===== config.mk =====
export PLATFORM = sky130hd
export DESIGN_NAME = gamepad_input_state_tracker
export DESIGN_NICKNAME = d
export VERILOG_FILES = /design/src/rtl/core/gist_pkg.sv /design/src/rtl/core/gist_bmem.sv /design/src/rtl/core/gist_axis.sv /design/src/rtl/core/gist_out.sv /design/src/rtl/core/gamepad_input_state_tracker.sv
export SDC_FILE = /design/constraint.sdc
export NUM_CORES = 1
export LEC_CHECK = 0
export BUFFER_PORTS_ARGS = -buffer_cell sky130_fd_sc_hd__buf_2
export CAP_MARGIN = 10
export CORE_UTILIZATION = 45
export DETAILED_ROUTE_END_ITERATION = 16
export HOLD_SLACK_MARGIN = 0.12
export MAX_ROUTING_LAYER = met4
export SKIP_CTS_REPAIR_TIMING = 1
export SYNTH_ARGS = -nofsm -noshare
export SYNTH_HDL_FRONTEND = slang
export SYNTH_SLANG_ARGS = --single-unit

===== constraint.sdc =====
create_clock -name clk_i -period 9.25 [get_ports clk_i]
set_clock_uncertainty 0.2 [all_clocks]
set_input_delay 0.4625 -clock clk_i [delete_from_list [all_inputs] [get_ports clk_i]]
set_output_delay 0.4625 -clock clk_i [all_outputs]
set_load 0.05 [all_outputs]

===== src/rtl/core/gist_pkg.sv =====
// Shared types, codes and helpers for the gamepad input state tracker.
`timescale 1ns / 1ps
package gist_pkg;

  // Configuration register indexes (byte address is four times the index).
  localparam logic [1:0] RegOwnId    = 2'd0;
  localparam logic [1:0] RegDeadZone = 2'd1;
  localparam logic [1:0] RegRptUp    = 2'd2;
  localparam logic [1:0] RegRptHeld  = 2'd3;

  localparam logic [14:0] DeadZoneRst = 15'd3277;
  localparam logic [5:0]  NoButton    = 6'd63;

  localparam logic signed [16:0] StickMax = 17'sd32767;
  localparam logic signed [16:0] StickMin = -17'sd32767;

  typedef enum logic [1:0] {
    MODE_BUTTON = 2'd0,
    MODE_AXIS   = 2'd1,
    MODE_TICK   = 2'd2
  } mode_e;

  typedef enum logic [1:0] {
    KS_UP       = 2'd0,
    KS_DOWN     = 2'd1,
    KS_HELD     = 2'd2,
    KS_RELEASED = 2'd3
  } key_state_e;

  typedef enum logic [2:0] {
    KIND_BUTTON = 3'd0,
    KIND_LSTICK = 3'd1,
    KIND_RSTICK = 3'd2,
    KIND_LTRIG  = 3'd3,
    KIND_RTRIG  = 3'd4
  } kind_e;

  // One result word, before last_of_run is known.
  typedef struct packed {
    kind_e             kind;
    logic [4:0]        btn;
    key_state_e        st;
    logic signed [15:0] vx;
    logic signed [15:0] vy;
  } res_t;

  // Clamp a stick component to +-full scale, then zero it inside the deadzone.
  function automatic logic signed [15:0] norm_stick(logic signed [16:0] v,
                                                    logic [14:0] dz);
    logic signed [16:0] c;
    logic [15:0]        mag;
    if (v > StickMax) begin
      c = StickMax;
    end else if (v < StickMin) begin
      c = StickMin;
    end else begin
      c = v;
    end
    mag = c[16] ? 16'(-c) : c[15:0];
    if (mag <= {1'b0, dz}) begin
      norm_stick = 16'sd0;
    end else begin
      norm_stick = c[15:0];
    end
  endfunction

endpackage


===== src/rtl/core/gist_bmem.sv =====
// Button state memory: one write port, one registered read port.
`timescale 1ns / 1ps
module gist_bmem #(
  parameter int unsigned DEPTH = 32,
  parameter int unsigned AW    = 5
) (
  input  logic          clk_i,
  input  logic          wr_en_i,
  input  logic [AW-1:0] wr_addr_i,
  input  logic [1:0]    wr_data_i,
  input  logic          rd_en_i,
  input  logic [AW-1:0] rd_addr_i,
  output logic [1:0]    rd_data_o
);

  logic [1:0] mem_q [DEPTH];
  logic [1:0] rd_data_q;

  always_ff @(posedge clk_i) begin
    if (wr_en_i) begin
      mem_q[wr_addr_i] <= wr_data_i;
    end
  end

  // Hold the read word while the walk is stalled.
  always_ff @(posedge clk_i) begin
    if (rd_en_i) begin
      rd_data_q <= mem_q[rd_addr_i];
    end
  end

  assign rd_data_o = rd_data_q;

endmodule


===== src/rtl/core/gist_axis.sv =====
// Stick and trigger value registers with clamp and, for the sticks, deadzone normalization.
`timescale 1ns / 1ps
module gist_axis (
  input  logic              clk_i,
  input  logic              rst_ni,
  input  logic              upd_i,
  input  logic [2:0]        axis_i,
  input  logic signed [15:0] value_i,
  input  logic [14:0]       dead_zone_i,
  output logic [3:0][15:0]  stick_o,
  output logic [1:0][14:0]  trig_o
);
  import gist_pkg::*;

  logic [3:0][15:0]   stick_q, stick_d;
  logic [1:0][14:0]   trig_q, trig_d;
  logic signed [16:0] raw_w, in_w;

  always_comb begin
    raw_w   = 17'(value_i);
    // Y axes come in inverted.
    in_w    = axis_i[0] ? -raw_w : raw_w;
    stick_d = stick_q;
    trig_d  = trig_q;
    for (int k = 0; k < 4; k++) begin
      if (axis_i == 3'(k)) begin
        stick_d[k] = norm_stick(in_w, dead_zone_i);
      end else begin
        stick_d[k] = norm_stick(17'(signed'(stick_q[k])), dead_zone_i);
      end
    end
    for (int k = 0; k < 2; k++) begin
      if (axis_i == 3'(k + 4)) begin
        trig_d[k] = value_i[15] ? 15'd0 : value_i[14:0];
      end
    end
  end

  always_ff @(posedge clk_i or negedge rst_ni) begin
    if (!rst_ni) begin
      stick_q <= '0;
      trig_q  <= '0;
    end else if (upd_i) begin
      stick_q <= stick_d;
      trig_q  <= trig_d;
    end
  end

  assign stick_o = stick_q;
  assign trig_o  = trig_q;

endmodule


===== src/rtl/core/gist_out.sv =====
// Result staging: a pending word that waits for its last flag or a newer word, then the output register.
`timescale 1ns / 1ps
module gist_out (
  input  logic                clk_i,
  input  logic                rst_ni,
  input  logic                res_vld_i,
  input  gist_pkg::res_t      res_i,
  input  logic                run_end_i,
  output logic                slot_ok_o,
  output logic                m_axis_tvalid,
  input  logic                m_axis_tready,
  output logic [39:0]         m_axis_tdata,  // which_button, key_state, value_x, value_y
  output logic [2:0]          m_axis_tuser,  // event_kind
  output logic                m_axis_tlast
);
  import gist_pkg::*;

  logic out_vld_q, out_vld_d;
  logic pend_vld_q, pend_vld_d;
  logic pend_last_q, pend_last_d;
  logic out_last_q;
  res_t pend_q, out_q;
  logic out_free, push;

  assign out_free  = !out_vld_q || m_axis_tready;
  assign slot_ok_o = !pend_vld_q || out_free;
  // A pending word leaves once it is known to be last, or once a newer word follows it.
  assign push      = pend_vld_q && out_free && (pend_last_q || res_vld_i);

  always_comb begin
    out_vld_d   = (out_vld_q && !m_axis_tready) || push;
    pend_vld_d  = pend_vld_q && !push;
    pend_last_d = pend_last_q && !push;
    if (res_vld_i) begin
      pend_vld_d  = 1'b1;
      pend_last_d = 1'b0;
    end else if (run_end_i && pend_vld_q && !push) begin
      pend_last_d = 1'b1;
    end
  end

  always_ff @(posedge clk_i or negedge rst_ni) begin
    if (!rst_ni) begin
      out_vld_q   <= 1'b0;
      pend_vld_q  <= 1'b0;
      pend_last_q <= 1'b0;
    end else begin
      out_vld_q   <= out_vld_d;
      pend_vld_q  <= pend_vld_d;
      pend_last_q <= pend_last_d;
    end
  end

  always_ff @(posedge clk_i) begin
    if (push) begin
      out_q      <= pend_q;
      out_last_q <= pend_last_q;
    end
    if (res_vld_i) begin
      pend_q <= res_i;
    end
  end

  assign m_axis_tvalid = out_vld_q;
  assign m_axis_tdata  = {1'b0, out_q.vy, out_q.vx, out_q.st, out_q.btn};
  assign m_axis_tuser  = out_q.kind;
  assign m_axis_tlast  = out_last_q;

`ifndef SYNTHESIS
  a_last_needs_word: assert property (@(posedge clk_i) disable iff (!rst_ni)
    pend_last_q |-> pend_vld_q)
    else $error("last flag set on an empty pending slot");
  a_no_overrun: assert property (@(posedge clk_i) disable iff (!rst_ni)
    res_vld_i |-> slot_ok_o)
    else $error("result offered while the pending slot cannot take it");
`endif

endmodule


===== src/rtl/core/gamepad_input_state_tracker.sv =====
// Top level of the gamepad input state tracker: config port, sequencer and state.
`timescale 1ns / 1ps
// Tracks one gamepad. One input word is taken at a time. A button event gives
// one result; an axis event gives one result for a stick axis, or no result
// for a trigger or a spare axis number; an ignored word gives no result. A tick
// walks the button state memory, one entry per cycle over its single read port
// while no result stalls on the output, followed by one step for each trigger;
// it gives up to BUTTONS + 2 results, and each may hold the walk or a trigger
// step while the output is stalled. The next word is taken while earlier
// results still wait at the output. Results leave in order, and tlast marks
// the final result caused by one input word.
module gamepad_input_state_tracker #(
  parameter int unsigned BUTTONS = 32
) (
  input  logic        clk_i,
  input  logic        rst_ni,
  input  logic        psel,
  input  logic        penable,
  input  logic        pwrite,
  input  logic [3:0]  paddr,
  input  logic [31:0] pwdata,
  output logic [31:0] prdata,
  output logic        pready,
  input  logic        s_axis_tvalid,
  output logic        s_axis_tready,
  // device_id, button_number, pressed, axis_number, axis_value
  input  logic [47:0] s_axis_tdata,
  input  logic [1:0]  s_axis_tuser,  // mode
  output logic        m_axis_tvalid,
  input  logic        m_axis_tready,
  output logic [39:0] m_axis_tdata,  // which_button, key_state, value_x, value_y
  output logic [2:0]  m_axis_tuser,  // event_kind
  output logic        m_axis_tlast
);
  import gist_pkg::*;

  localparam int unsigned AW = (BUTTONS > 1) ? $clog2(BUTTONS) : 1;
  localparam logic [5:0]  LastIdx = 6'(BUTTONS);

  typedef enum logic [6:0] {
    S_IDLE  = 7'b0000001,
    S_EXEC  = 7'b0000010,
    S_AXOUT = 7'b0000100,
    S_WALK  = 7'b0001000,
    S_TRIG0 = 7'b0010000,
    S_TRIG1 = 7'b0100000,
    S_FIN   = 7'b1000000
  } state_e;

  // Configuration
  logic [15:0] own_id_q;
  logic [14:0] dz_q;
  logic        rpt_up_q, rpt_held_q;
  logic        cfg_wr;

  // Captured input word
  mode_e              in_mode_q;
  logic [15:0]        in_dev_q;
  logic [4:0]         in_btn_q;
  logic               in_prs_q;
  logic [2:0]         in_axis_q;
  logic signed [15:0] in_val_q;

  // Control state
  state_e             state_q, state_d;
  logic [BUTTONS-1:0] seen_q, seen_d;
  logic [5:0]         last_q, last_d;
  key_state_e         tst_q [2];
  key_state_e         tst_d [2];
  logic [5:0]         ptr_q, ptr_d;
  logic               p_vld_q, p_vld_d;
  logic [5:0]         p_idx_q, p_idx_d;

  // Datapath
  logic              accept;
  logic              dev_ok, btn_ok;
  logic [5:0]        btn6;
  logic              wr_en, rd_en;
  logic [AW-1:0]     wr_addr;
  logic [1:0]        wr_data, rd_data;
  logic              ax_upd;
  logic [3:0][15:0]  stick_w;
  logic [1:0][14:0]  trig_w;
  logic              res_vld, run_end, slot_ok;
  res_t              res;
  key_state_e        cur_b, ns_b;
  logic              active, emit_b, stall;
  logic              t_sel, t_on, t_rep;
  key_state_e        t_cur, t_ns;

  assign pready = 1'b1;
  assign cfg_wr = psel && penable && pwrite && pready;

  always_ff @(posedge clk_i or negedge rst_ni) begin
    if (!rst_ni) begin
      own_id_q   <= 16'd0;
      dz_q       <= DeadZoneRst;
      rpt_up_q   <= 1'b0;
      rpt_held_q <= 1'b0;
    end else if (cfg_wr) begin
      unique case (paddr[3:2])
        RegOwnId:    own_id_q   <= pwdata[15:0];
        RegDeadZone: dz_q       <= pwdata[14:0];
        RegRptUp:    rpt_up_q   <= pwdata[0];
        RegRptHeld:  rpt_held_q <= pwdata[0];
        default:     ;
      endcase
    end
  end

  always_comb begin
    unique case (paddr[3:2])
      RegOwnId:    prdata = {16'd0, own_id_q};
      RegDeadZone: prdata = {17'd0, dz_q};
      RegRptUp:    prdata = {31'd0, rpt_up_q};
      RegRptHeld:  prdata = {31'd0, rpt_held_q};
      default:     prdata = 32'd0;
    endcase
  end

  assign s_axis_tready = (state_q == S_IDLE);
  assign accept        = s_axis_tvalid && s_axis_tready;

  always_ff @(posedge clk_i) begin
    if (accept) begin
      in_mode_q <= mode_e'(s_axis_tuser);
      in_dev_q  <= s_axis_tdata[15:0];
      in_btn_q  <= s_axis_tdata[20:16];
      in_prs_q  <= s_axis_tdata[21];
      in_axis_q <= s_axis_tdata[24:22];
      in_val_q  <= s_axis_tdata[40:25];
    end
  end

  assign dev_ok = (in_dev_q == own_id_q);
  assign btn6   = {1'b0, in_btn_q};
  assign btn_ok = (btn6 < LastIdx);

  // Walk stage: age the entry that the registered read port holds.
  always_comb begin
    cur_b  = key_state_e'(rd_data);
    active = p_vld_q && seen_q[p_idx_q[AW-1:0]] && (p_idx_q != last_q);
    unique case (cur_b)
      KS_DOWN:     ns_b = KS_HELD;
      KS_RELEASED: ns_b = KS_UP;
      default:     ns_b = cur_b;
    endcase
    emit_b = active && ((ns_b == KS_UP && rpt_up_q) || (ns_b == KS_HELD && rpt_held_q));
    stall  = emit_b && !slot_ok;
  end

  // Trigger step for the trigger named by the current state.
  always_comb begin
    t_sel = (state_q == S_TRIG1);
    t_on  = (trig_w[t_sel] > dz_q);
    t_cur = tst_q[t_sel];
    unique case (t_cur)
      KS_UP: begin
        t_ns  = t_on ? KS_DOWN : KS_UP;
        t_rep = t_on || rpt_up_q;
      end
      KS_DOWN: begin
        t_ns  = t_on ? KS_HELD : KS_RELEASED;
        t_rep = t_on ? rpt_held_q : 1'b1;
      end
      KS_HELD: begin
        t_ns  = t_on ? KS_HELD : KS_RELEASED;
        t_rep = t_on ? rpt_held_q : 1'b1;
      end
      default: begin
        t_ns  = t_on ? KS_DOWN : KS_UP;
        t_rep = t_on || rpt_up_q;
      end
    endcase
  end

  always_comb begin
    state_d  = state_q;
    seen_d   = seen_q;
    last_d   = last_q;
    tst_d    = tst_q;
    ptr_d    = ptr_q;
    p_vld_d  = p_vld_q;
    p_idx_d  = p_idx_q;
    wr_en    = 1'b0;
    wr_addr  = btn6[AW-1:0];
    wr_data  = in_prs_q ? KS_DOWN : KS_RELEASED;
    rd_en    = 1'b0;
    ax_upd   = 1'b0;
    res_vld  = 1'b0;
    res      = '0;
    run_end  = 1'b0;
    unique case (state_q)
      S_IDLE: begin
        if (accept) begin
          state_d = S_EXEC;
        end
      end
      S_EXEC: begin
        unique case (in_mode_q)
          MODE_BUTTON: begin
            if (!(dev_ok && btn_ok)) begin
              state_d = S_FIN;
            end else if (slot_ok) begin
              wr_en                = 1'b1;
              seen_d[btn6[AW-1:0]] = 1'b1;
              last_d               = btn6;
              res_vld              = 1'b1;
              res.kind             = KIND_BUTTON;
              res.btn              = in_btn_q;
              res.st               = key_state_e'(wr_data);
              state_d              = S_FIN;
            end
          end
          MODE_AXIS: begin
            ax_upd  = dev_ok;
            state_d = (dev_ok && !in_axis_q[2]) ? S_AXOUT : S_FIN;
          end
          MODE_TICK: begin
            ptr_d   = 6'd0;
            p_vld_d = 1'b0;
            state_d = S_WALK;
          end
          default: state_d = S_FIN;
        endcase
      end
      S_AXOUT: begin
        if (slot_ok) begin
          res_vld  = 1'b1;
          res.kind = in_axis_q[1] ? KIND_RSTICK : KIND_LSTICK;
          res.vx   = stick_w[{in_axis_q[1], 1'b0}];
          res.vy   = stick_w[{in_axis_q[1], 1'b1}];
          state_d  = S_FIN;
        end
      end
      S_WALK: begin
        if (!stall) begin
          wr_en   = active;
          wr_addr = p_idx_q[AW-1:0];
          wr_data = ns_b;
          if (emit_b) begin
            res_vld  = 1'b1;
            res.kind = KIND_BUTTON;
            res.btn  = p_idx_q[4:0];
            res.st   = ns_b;
          end
          // Read the next entry while the current one is written back.
          if (ptr_q < LastIdx) begin
            rd_en   = 1'b1;
            ptr_d   = ptr_q + 6'd1;
            p_vld_d = 1'b1;
            p_idx_d = ptr_q;
          end else begin
            p_vld_d = 1'b0;
            state_d = S_TRIG0;
          end
        end
      end
      S_TRIG0, S_TRIG1: begin
        if (!(t_rep && !slot_ok)) begin
          tst_d[t_sel] = t_ns;
          if (t_rep) begin
            res_vld  = 1'b1;
            res.kind = t_sel ? KIND_RTRIG : KIND_LTRIG;
            res.st   = t_ns;
            res.vx   = {1'b0, trig_w[t_sel]};
          end
          if (t_sel) begin
            last_d  = NoButton;
            state_d = S_FIN;
          end else begin
            state_d = S_TRIG1;
          end
        end
      end
      S_FIN: begin
        run_end = 1'b1;
        state_d = S_IDLE;
      end
      default: state_d = S_IDLE;
    endcase
  end

  always_ff @(posedge clk_i or negedge rst_ni) begin
    if (!rst_ni) begin
      state_q  <= S_IDLE;
      seen_q   <= '0;
      last_q   <= NoButton;
      tst_q[0] <= KS_UP;
      tst_q[1] <= KS_UP;
      ptr_q    <= 6'd0;
      p_vld_q  <= 1'b0;
      p_idx_q  <= 6'd0;
    end else begin
      state_q <= state_d;
      seen_q  <= seen_d;
      last_q  <= last_d;
      tst_q   <= tst_d;
      ptr_q   <= ptr_d;
      p_vld_q <= p_vld_d;
      p_idx_q <= p_idx_d;
    end
  end

  gist_bmem #(
    .DEPTH (BUTTONS),
    .AW    (AW)
  ) u_bmem (
    .clk_i     (clk_i),
    .wr_en_i   (wr_en),
    .wr_addr_i (wr_addr),
    .wr_data_i (wr_data),
    .rd_en_i   (rd_en),
    .rd_addr_i (ptr_q[AW-1:0]),
    .rd_data_o (rd_data)
  );

  gist_axis u_axis (
    .clk_i       (clk_i),
    .rst_ni      (rst_ni),
    .upd_i       (ax_upd),
    .axis_i      (in_axis_q),
    .value_i     (in_val_q),
    .dead_zone_i (dz_q),
    .stick_o     (stick_w),
    .trig_o      (trig_w)
  );

  gist_out u_out (
    .clk_i         (clk_i),
    .rst_ni        (rst_ni),
    .res_vld_i     (res_vld),
    .res_i         (res),
    .run_end_i     (run_end),
    .slot_ok_o     (slot_ok),
    .m_axis_tvalid (m_axis_tvalid),
    .m_axis_tready (m_axis_tready),
    .m_axis_tdata  (m_axis_tdata),
    .m_axis_tuser  (m_axis_tuser),
    .m_axis_tlast  (m_axis_tlast)
  );

`ifndef SYNTHESIS
  a_ptr_bound: assert property (@(posedge clk_i) disable iff (!rst_ni)
    ptr_q <= LastIdx)
    else $error("walk pointer ran past the button table");
  a_no_rw_clash: assert property (@(posedge clk_i) disable iff (!rst_ni)
    !(wr_en && rd_en && (wr_addr == ptr_q[AW-1:0])))
    else $error("button memory read and written at the same entry");
  a_walk_ends_in_trig: assert property (@(posedge clk_i) disable iff (!rst_ni)
    (state_q == S_WALK && state_d != S_WALK) |-> !p_vld_d)
    else $error("walk left with an entry still in flight");
`endif

endmodule

==> flow_summary.ini <==
[run_status]
outcome = finished with violations
violated_checks = DRC

[global_routing]
sum_of_overflow_across_all_layers_after_global_routing = 0
antenna_found_initial = 0
grt_first_pass_wirelength_mm = 94.2
vias_in_the_first_global_route = 16300
maximum_number_of_pins_on_one_net_before_global_route_repair = 71
track_usage = 0.264

[sta]
post-route-min-period_ns = 8.33
timing.max_slew.rel_slack = 0.287
finalCritPeriodShare = 0.900
max_freq_mhz = 120
setup_repair_after_global_routing_missed_its_margin = no
final_setup_vio_count = 0
max_slew.worst_pin.slew_ns = 1.06
max_slew_violation_count = 0
sum_of_negative_setup_slack_ns = 0
timing_hold_violations_final = 0

[synth]
synth_edf_count = 194
synth_cells = 2018
dominantRegCellSynth = sky130_fd_sc_hd__edfxtp_1
mappedNetlistArea_um2 = 21400
yosys.cell_types.count = 91
post_synthesis_sequential_area_ratio = 0.497
yosysWarningCount = 0
yosys_register_bits = 386
ys_async_sr_fraction = 0.497
post_synth.cell_area_avg_um2 = 10.6

[worst_setup_path]
endpoint_kind = register
critPathRequiredTime_ns = 9.52
critPathLaunchType = register
timing.setup.critical_path_class = reg -> reg
crit_path_max_incr_delay_ns = 0.81
timing.critical_path.fanout_max = 28
cp_data_arrival_time_ns = 8.60
r2r_slack_ns = 0.92
cpMaxStageDelayCell = sky130_fd_sc_hd__ha_1
path_buf_inv = 0
timing.critical_path.max_delay_family = simple AND/OR/NAND/NOR gates

[cts]
clock-root-buffer = sky130_fd_sc_hd__clkbuf_16
total_clock_buffers_created_by_cts = 44
sinks_on_clock_net = 386
cts_h_tree_lvls = 2
cts_max_path_buffers = 3
clock_latency_on_the_worst_skew_pair_ns = 0.58
tritoncts = done
clk_pin_slew_worst_paths_ns = 0.06

[layout]
ant_cells = 0
sequential_cell_area_um2 = 10600
final_design_utilization = 0.527
filler_cell_count = 4190
top_library_cells_by_usage_in_the_layout_fill_and_taps_aside = sky130_fd_sc_hd__nor2_1 (270), sky130_fd_sc_hd__edfxtp_1 (194), sky130_fd_sc_hd__dfrtp_1 (178)
area.growth.synth_to_final_pct = 14.9
finish.net_count = 2376
post_route_cells_drive_above_1_share = 0.140
multi_input_combinational_cell_area_um2 = 10100
finish.instance_area_um2 = 24600
layout_commonest_cell = sky130_fd_sc_hd__nor2_1

[detailed_routing]
final_routed_wirelength_mm = 62.3
detail_route.drc_violations = 4
post_drt_via_cell_ratio = 5.95
avgRoutedWirePerCell_um = 22.1
remaining_number_of_nets_flagged_by_the_antenna_check_after_routing = 0
vias_after_detailed_routing = 16800
dr.pass1.iters = 12
drt_iter0_drc = 1373

[floorplan]
floorplan.initialDensity = 0.459
std_cell_rows = 79
die-height_um = 220
die_footprint_um2 = 48500
die_x_um = 220
io-pin-count = 172
placeableCoreArea_um2 = 46800

[min_path]
hold_class = in -> reg

[power_and_ir_drop]
p_leak_nw = 10.1
power.ir.vdd_worst_uv = 173
power_per_cell_area_nw_per_um2 = 209
total_power_mw = 5.14

[place]
dpl.hpwl_mm = 43.5
count_of_input_and_output_buffers = 128
placement.cell_area_um2 = 22600
place_congestion = 0.914

[flow_run]
drv.max_cap_violation_count = 0
## final cells by class
class	count	share of cell area
clock buffer	62	0.0491
tap	607	0.0308
sequential	386	0.432
inverter	64	0.00976
timing repair buffer	221	0.0612
multi-input combinational	1462	0.409
clock inverter	17	0.00732
## worst register-to-register path: cells and delay by family, from the launching register on
kind            cells  cell delay, ns
compound gates     12            2.62
mux                 1            0.34
flops               1            0.56
fa+ha+maj           2            1.14
simple gates       12            3.38
## worst paths after layout
check / startpoint / endpoint / cells past startpoint
setup / recovery: in_val_q[3]$_DFFE_PP_ / u_axis.stick_o[46]$_DFFE_PN0P_ / 27
hold / removal: m_axis_tready / u_out.m_axis_tvalid$_DFF_PN0_ / 3
setup reg to reg: in_val_q[3]$_DFFE_PP_ / u_axis.stick_o[46]$_DFFE_PN0P_ / 27
hold reg to reg: u_out.pend_q[29]$_SDFFCE_PN0P_ / u_out.m_axis_tdata[20]$_DFFE_PP_ / 0
max in group asynchronous: rst_ni / u_axis.trig_o[11]$_DFFE_PN0P_ / 4
min in group asynchronous: rst_ni / own_id_q[15]$_DFFE_PN0P_ / 2
## per-stage QoR
stage / hold slack, ns / cells / setup slack [ns]
2_1_floorplan: -0.0331 / 2034 / 2.47
3_3_place_gp: 0.203 / 2678 / 1.09
3_5_place_dp: 0.205 / 2678 / 0.991
4_1_cts: -0.343 / 2757 / 0.974
5_1_grt: 0.175 / 2819 / 0.324
6_report: 0.162 / 2819 / 0.921
## synth_stat cells, drive strengths merged, types with 10 or more instances
cell type,instances,share of area
nor2,272,0.048
edfxtp,194,0.27
dfrtp,178,0.21
nand2,141,0.025
ha,104,0.061
o21ai,101,0.024
mux2i,92,0.043
clkbuf,77,0.013
inv,63,0.011
a21oi,53,0.012
o2bb2ai,51,0.021
nor3,47,0.012
xnor2,47,0.019
buf,45,0.012
nand2b,39,0.011
nand3,36,0.0089
nor2b,36,0.011
a31oi,30,0.0088
mux2,30,0.016
a21o,27,0.0095
o21bai,26,0.0091
a311oi,24,0.0098
nand4,24,0.0070
or3,20,0.0058
mux4,19,0.020
nor4,19,0.0055
o21a,15,0.0053
xor2,15,0.0061
a41o,14,0.0065
dfstp,14,0.017
o31ai,13,0.0046
o221ai,11,0.0045
or4,10,0.0035
## cells by family after synthesis
family,share of synthesized area
xor gates and xnor gates,0.0253
adders and majority gates,0.0607
other,0.000350
DFF,0.497
buffers and inverters,0.0369
AOI/OAI and AO/OA,0.144
and+or+nand+nor,0.157
muxes,0.0787
## flip-flops by register name, indices dropped and copies added, names as in the netlist, 16 cells and up
signal / count
in_val_q: 16
own_id_q: 16
u_out.m_axis_tdata: 39
seen_q: 32
u_axis.trig_o: 30
u_out.pend_q: 42
u_bmem.mem_q: 64
in_dev_q: 16
u_axis.stick_o: 64
## report_power, final
part	switching [mW]	total, mW	leakage [nW]	internal (mW)
Clock	0.702	1.70	0.673	0.997
Sequential	0.154	2.09	4.39	1.94
Combinational	0.873	1.34	5.06	0.471
## metal layers
layer	global-route usage	up-vias	part of all wire
met5	-	-	0
met4	0.120	0	0.045
met3	0.0312	141	0.053
met2	0.429	497	0.49
met1	0.331	8345	0.42
li1	-	7779	-
Note: power is estimated with default switching activity, not from simulation.
